### config.mk
export PLATFORM = sky130hd
export DESIGN_NAME = ssel_ctrl
export DESIGN_NICKNAME = d
export VERILOG_FILES = /design/src/rtl/ssel_pkg.sv /design/src/rtl/ssel_ctrl.sv
export SDC_FILE = /design/constraint.sdc
export NUM_CORES = 1
export LEC_CHECK = 0
export ABC_AREA = 1
export BUFFER_PORTS_ARGS = -buffer_cell sky130_fd_sc_hd__buf_2
export CAP_MARGIN = 20
export CORE_AREA = 3 3 42 44
export CTS_CLUSTER_SIZE = 10
export DETAILED_ROUTE_END_ITERATION = 8
export DIE_AREA = 0 0 45 47
export PLACE_DENSITY = 0.7
export SKIP_LAST_GASP = 1
export SYNTH_ARGS = -nofsm -noshare
export SYNTH_HDL_FRONTEND = slang
export SYNTH_SLANG_ARGS = --single-unit
### constraint.sdc
create_clock -name clk -period 1.6 [get_ports clk]
set_clock_uncertainty 0.15 [all_clocks]
set_input_delay 0.16 -clock clk [delete_from_list [all_inputs] [get_ports clk]]
set_output_delay 0.16 -clock clk [all_outputs]
set_load 0.02 [all_outputs]
### src/rtl/ssel_pkg.sv
// shared types and constants for the shadow stack event logger
package ssel_pkg;

    localparam int CFG_IDX_W  = 2;
    localparam int CFG_DATA_W = 8;

    localparam logic [CFG_IDX_W-1:0] CFG_BRANCH_TAG   = 2'd0;
    localparam logic [CFG_IDX_W-1:0] CFG_POP_TAG      = 2'd1;
    localparam logic [CFG_IDX_W-1:0] CFG_INDIRECT_TAG = 2'd2;

    localparam logic [7:0] BRANCH_TAG_RST   = 8'd1;
    localparam logic [7:0] POP_TAG_RST      = 8'd2;
    localparam logic [7:0] INDIRECT_TAG_RST = 8'd3;

    localparam logic [2:0] OP_INIT     = 3'd0;
    localparam logic [2:0] OP_BRANCH   = 3'd1;
    localparam logic [2:0] OP_PUSH     = 3'd2;
    localparam logic [2:0] OP_POP      = 3'd3;
    localparam logic [2:0] OP_INDIRECT = 3'd4;
    localparam logic [2:0] OP_READ     = 3'd5;

    localparam logic [2:0] ST_OK       = 3'd0;
    localparam logic [2:0] ST_OVERFLOW = 3'd1;
    localparam logic [2:0] ST_SECURITY = 3'd2;
    localparam logic [2:0] ST_SHORT    = 3'd3;
    localparam logic [2:0] ST_BAD      = 3'd4;

    localparam logic [3:0] MAX_PAYLOAD = 4'd8;
    localparam logic [3:0] POP_BYTES   = 4'd4;
    localparam logic [3:0] IND_BYTES   = 4'd8;

    typedef struct packed {
        logic [2:0]  opcode;
        logic [63:0] value;
        logic [3:0]  payload_length;
        logic [13:0] read_capacity;
        logic [12:0] read_index;
    } ssel_item_t;

    typedef struct packed {
        logic [2:0]  status;
        logic        log_dropped;
        logic [7:0]  log_byte;
        logic [13:0] log_length;
    } ssel_result_t;

    typedef struct packed {
        logic       load;
        logic       init;
        logic       push;
        logic       pop;
        logic       log_wr;
        logic       rd_issue;
        logic       take_byte;
        logic       set_status;
        logic [2:0] status;
        logic       set_drop;
    } ssel_cmd_t;

    typedef struct packed {
        logic [2:0] opcode;
        logic       started;
        logic       plen_bad;
        logic       room_ok;
        logic       stack_full;
        logic       stack_empty;
        logic       short_buf;
        logic       idx_ok;
        logic       pop_match;
        logic       log_last;
    } ssel_stat_t;

endpackage

### src/rtl/ssel_ctrl.sv
// controller state machine that sequences one word through the datapath
module ssel_ctrl (
    input  logic                 clk,
    input  logic                 rst_n,
    input  logic                 start,
    input  ssel_pkg::ssel_stat_t stat,
    output ssel_pkg::ssel_cmd_t  cmd,
    output logic                 busy,
    output logic                 done
);

    typedef enum logic [5:0] {
        S_IDLE    = 6'b000001,
        S_EXEC    = 6'b000010,
        S_POP_CHK = 6'b000100,
        S_LOG     = 6'b001000,
        S_READ    = 6'b010000,
        S_DONE    = 6'b100000
    } state_t;

    state_t state_reg, state_next;

    always_comb
    begin
        state_next = state_reg;
        cmd        = '0;
        cmd.status = ssel_pkg::ST_OK;
        unique case (state_reg)
            S_IDLE:
            begin
                if (start)
                begin
                    cmd.load   = 1'b1;
                    state_next = S_EXEC;
                end
            end
            S_EXEC:
            begin
                state_next = S_DONE;
                unique case (stat.opcode)
                    ssel_pkg::OP_INIT:
                        cmd.init = 1'b1;
                    ssel_pkg::OP_BRANCH:
                    begin
                        if (!stat.started || stat.plen_bad)
                        begin
                            cmd.set_status = 1'b1;
                            cmd.status     = ssel_pkg::ST_BAD;
                        end
                        else if (stat.room_ok)
                            state_next = S_LOG;
                        else
                            cmd.set_drop = 1'b1;
                    end
                    ssel_pkg::OP_PUSH:
                    begin
                        if (stat.stack_full)
                        begin
                            cmd.set_status = 1'b1;
                            cmd.status     = ssel_pkg::ST_OVERFLOW;
                        end
                        else
                            cmd.push = 1'b1;
                    end
                    ssel_pkg::OP_POP:
                    begin
                        if (stat.stack_empty)
                        begin
                            cmd.set_status = 1'b1;
                            cmd.status     = ssel_pkg::ST_SECURITY;
                        end
                        else
                        begin
                            cmd.pop    = 1'b1;
                            state_next = S_POP_CHK;
                        end
                    end
                    ssel_pkg::OP_INDIRECT:
                    begin
                        if (stat.room_ok)
                            state_next = S_LOG;
                        else
                            cmd.set_drop = 1'b1;
                    end
                    ssel_pkg::OP_READ:
                    begin
                        if (stat.short_buf)
                        begin
                            cmd.set_status = 1'b1;
                            cmd.status     = ssel_pkg::ST_SHORT;
                        end
                        else if (stat.idx_ok)
                        begin
                            cmd.rd_issue = 1'b1;
                            state_next   = S_READ;
                        end
                    end
                    default:
                    begin
                        cmd.set_status = 1'b1;
                        cmd.status     = ssel_pkg::ST_BAD;
                    end
                endcase
            end
            S_POP_CHK:
            begin
                state_next = S_DONE;
                if (!stat.pop_match)
                begin
                    cmd.set_status = 1'b1;
                    cmd.status     = ssel_pkg::ST_SECURITY;
                end
                else if (stat.room_ok)
                    state_next = S_LOG;
                else
                    cmd.set_drop = 1'b1;
            end
            S_LOG:
            begin
                cmd.log_wr = 1'b1;
                if (stat.log_last)
                    state_next = S_DONE;
            end
            S_READ:
            begin
                cmd.take_byte = 1'b1;
                state_next    = S_DONE;
            end
            S_DONE:
                state_next = S_IDLE;
            default:
                state_next = S_IDLE;
        endcase
    end

    always_ff @(posedge clk or negedge rst_n)
    begin
        if (!rst_n)
            state_reg <= S_IDLE;
        else
            state_reg <= state_next;
    end

    assign busy = state_reg != S_IDLE;
    assign done = state_reg == S_DONE;

endmodule

==> summary.md <==
| Metric | Value |
|---|---|
| Worst path depth | `5` |
| CP Capture Point | `cmd[4]` |
| Area after DPL | `774.5 µm²` |
| Setup WS post-layout | `-0.1913 ns` |
| Worst-skew pair later-pin latency | `0.26 ns` |
| Sum of negative setup slack | `-1.967 ns` |
| CP Max Fanout | `5` |
| Cell leakage power | `0.0005516 µW` |
| Syn_nets | `112` |
| Iter 0 DRT Violations | `12` |
| Routed WL per cell | `11.78 µm` |
| Final Hold Fails | `0` |
| Synth top area share | `20.70%` |
| Post-synth cell types | `22` |
| Number of flip-flops in the largest register | `6` |
| Storage element area | `153.9 µm²` |
| Crit-path slowest cell | `dfrtp_1` |
| Clock transition at the registers of the reported paths | `0.05 ns` |
| Unrepaired setup endpoints after global routing | `true` |
| Fin crit period | `1.791 ns` |
| Core Util, Final | `70.49%` |
| DR pass1 iterations | `3` |
| TritonCTS clock tree | `built` |
| Mean Syn Cell Area | `6.230 µm²` |
| Multi-input gate area | `466.7 µm²` |
| Area grow syn2layout | `71.63%` |
| Worst VDD drop | `0.5298 mV` |
| CP Class | `flop to output pin` |
| # DRC | `0` |
| Pre-CTS setup slack | `0.01533 ns` |
| Max cap viols | `0` |
| Root buffer cell | `clkbuf_4` |
| Largest net degree at the start of global routing | `10` |
| Critical Path AT | `1.48 ns` |
| Vias in the first global route | `691` |
| Vias per Instance | `5.044` |
| GPL Wtd Cong | `0.8017` |
| Critical Path RT | `1.29 ns` |
| Synth Area in Compound Gates | `5.797%` |
| Reg-to-Reg Start | `state_reg[4]` |
| Rows | `14` |
| Post-DP HPWL | `1247 µm` |
| CTS Buffer Depth | `2` |
| Htree depth | `1` |
| Xor and xnor fraction of the mapped netlist area | `0%` |
| Synth top area cells | `dfrtp_1 21%, nor2_1 12%, nand2_1 12%` |
| Rel. slew slack | `80.07%` |
| HP Class | `primary input to flop` |
| Core Region | `1471 µm²` |
| Failing checks | `negative setup slack` |
| Worst Setup Start Kind | `flop` |
| Die H | `47 µm` |
| Starting Density | `41.07%` |
| Final net count | `159` |
| Die span in x | `45 µm` |
| Fin area | `1037 µm²` |
| Largest family of logic cells by synthesized area | `simple AND/OR/NAND/NOR gates` |
| FF-to-FF End | `state_reg[5]` |
| Multiplexer share of the synthesized area | `0%` |
| Synthesis Warnings | `0` |
| Worst reg2reg path depth | `7` |
| Adder-Cell Fraction of Synth Area | `0%` |
| Status | `finished with violations` |
| CP Buf/Inv Count | `1` |
| Syn Std Cell Area | `604.3 µm²` |
| Slew Viols, Final | `0` |
| FILL cells | `139` |
| Post-Route WL | `1873 µm` |
| Initial antenna violation count | `0` |
| Post-DRT Antenna Nets | `0` |
| Final setup fails | `15` |
| N_diodes | `0` |
| Die area | `2115 µm²` |
| PortBufs | `28` |
| Fmax | `558.2 MHz` |
| Simple-gate share of the synthesized area | `56.11%` |
| Grt ovf | `0` |
| IO Count | `29` |
| Tightest Pin Transition | `0.2962 ns` |
| Seq/Total Area, Yosys | `25.05%` |
| Fraction of layout cells with a size suffix above 1 | `51.05%` |
| Crit. End Element | `output pin` |
| First-pass GRT wire length | `2925 µm` |
| Delay of the slowest cell on the worst path | `0.41 ns` |
| Final hold slack | `0.02766 ns` |
| CTS buffer count | `3` |
| Post-Synthesis Cells | `97` |
| Worst reg2reg setup slack | `0 ns` |
| Delay-heaviest family, CP | `simple AND/OR/NAND/NOR gates` |
| Routed vias | `802` |
| Cell taking the most area after synthesis | `dfrtp_1` |
| Register bit count reported by yosys | `6` |
| Critical Path Start | `state_reg[4]` |
| Critical-path cell list | `nor2_4 > nand4_4 > or2_4 > nand3_2 > buf_6` |
| Sink Count | `6` |
| Power per cell area | `874.9 nW/µm²` |
| Total GRT Usage | `19.30%` |
| Final period util | `112.0%` |
## per-layer routing
layer | up-vias | share of wire (%) | GRT usage (%)
li1 | 409 | - | -
met1 | 368 | 37 | 21.48
met2 | 20 | 57 | 34.18
met3 | 5 | 3.9 | 3.448
met4 | 0 | 2.0 | 11.70
met5 | - | 0 | 0
## cells in the mapped netlist (all sizes together)
cell type / number
a21oi: 2
buf: 1
clkinv: 2
dfrtp: 5
dfstp: 1
inv: 17
nand2: 20
nand3: 8
nand4: 5
nor2: 23
nor3: 2
nor4: 6
o211ai: 1
o21ai: 2
or2: 2
## cell families after synthesis
logic type      count (synthesis)
buf+inv                        20
simple gates                   66
flops                           6
compound gates                  5
## tightest hold or removal path: cells and delay by family
family	cells	cell delay, ns
buf+inv	2	0.17
simple gates	1	0.06
## cell type report
cell class                 instances  share of cell area, %
sequential                         6                  14.84
tap                               16                  1.930
timing repair buffer              42                  28.47
clock buffer                       4                  2.533
inverter                          19                  7.238
multi-input combinational         72                  44.99
## worst min path at each step
stage / from / to / slack [ns] / cells after the start
6_report: stat[2] / state_reg[4] / 0.03 / 3
3_5_place_dp: rst_n / state_reg[1] / -0.16 / 1
2_1_floorplan: rst_n / state_reg[1] / -0.29 / 0
3_3_place_gp: rst_n / state_reg[1] / -0.16 / 1
4_1_cts: stat[2] / state_reg[4] / 0.03 / 3
5_1_grt: stat[6] / state_reg[3] / 0.06 / 3
## placed cells by master (no fill, tap or decap)
cell type / count
dfrtp_1: 3
nand3_2: 3
clkinv_1: 1
dlygate4sd3_1: 3
nand2_1: 18
nor2_1: 16
o21ai_2: 1
a21oi_2: 2
nor4_2: 1
nor4_1: 5
dfstp_2: 1
inv_4: 1
nand4_1: 3
or2_1: 1
buf_6: 4
o211ai_1: 1
clkinv_2: 1
inv_2: 4
o21ai_1: 1
dfrtp_2: 2
buf_2: 17
clkbuf_1: 1
clkbuf_4: 3
nor3_1: 1
nand3_4: 1
nand3_1: 4
nor2_4: 4
nor2_2: 3
inv_1: 12
buf_4: 18
or2_4: 1
nor3_2: 1
nand2_2: 2
nand4_4: 3
## repair_timing
item | CTS | global route
hold endpoints to repair | 8 | 0
hold buffers | 3 | 0
setup endpoints to repair | 13 | 16
resized for setup | 17 | 20
gates cloned | 1 | 0
pin swaps | 6 | 7
setup buffers | 4 | 5
## report_power, final
part / internal (µW) / switching (µW)
Sequential: 191 / 47.9
Combinational: 202 / 311
Clock: 94.9 / 61.5
## per-stage QoR
step	std cells	total power, µW
final	159	907.5
after global routing	159	972.5
after CTS	154	799.4
after detailed placement	142	569.3
after global placement	142	563.1
after floorplan	97	464.1
No activity file was read; power rests on OpenSTA's default activity.
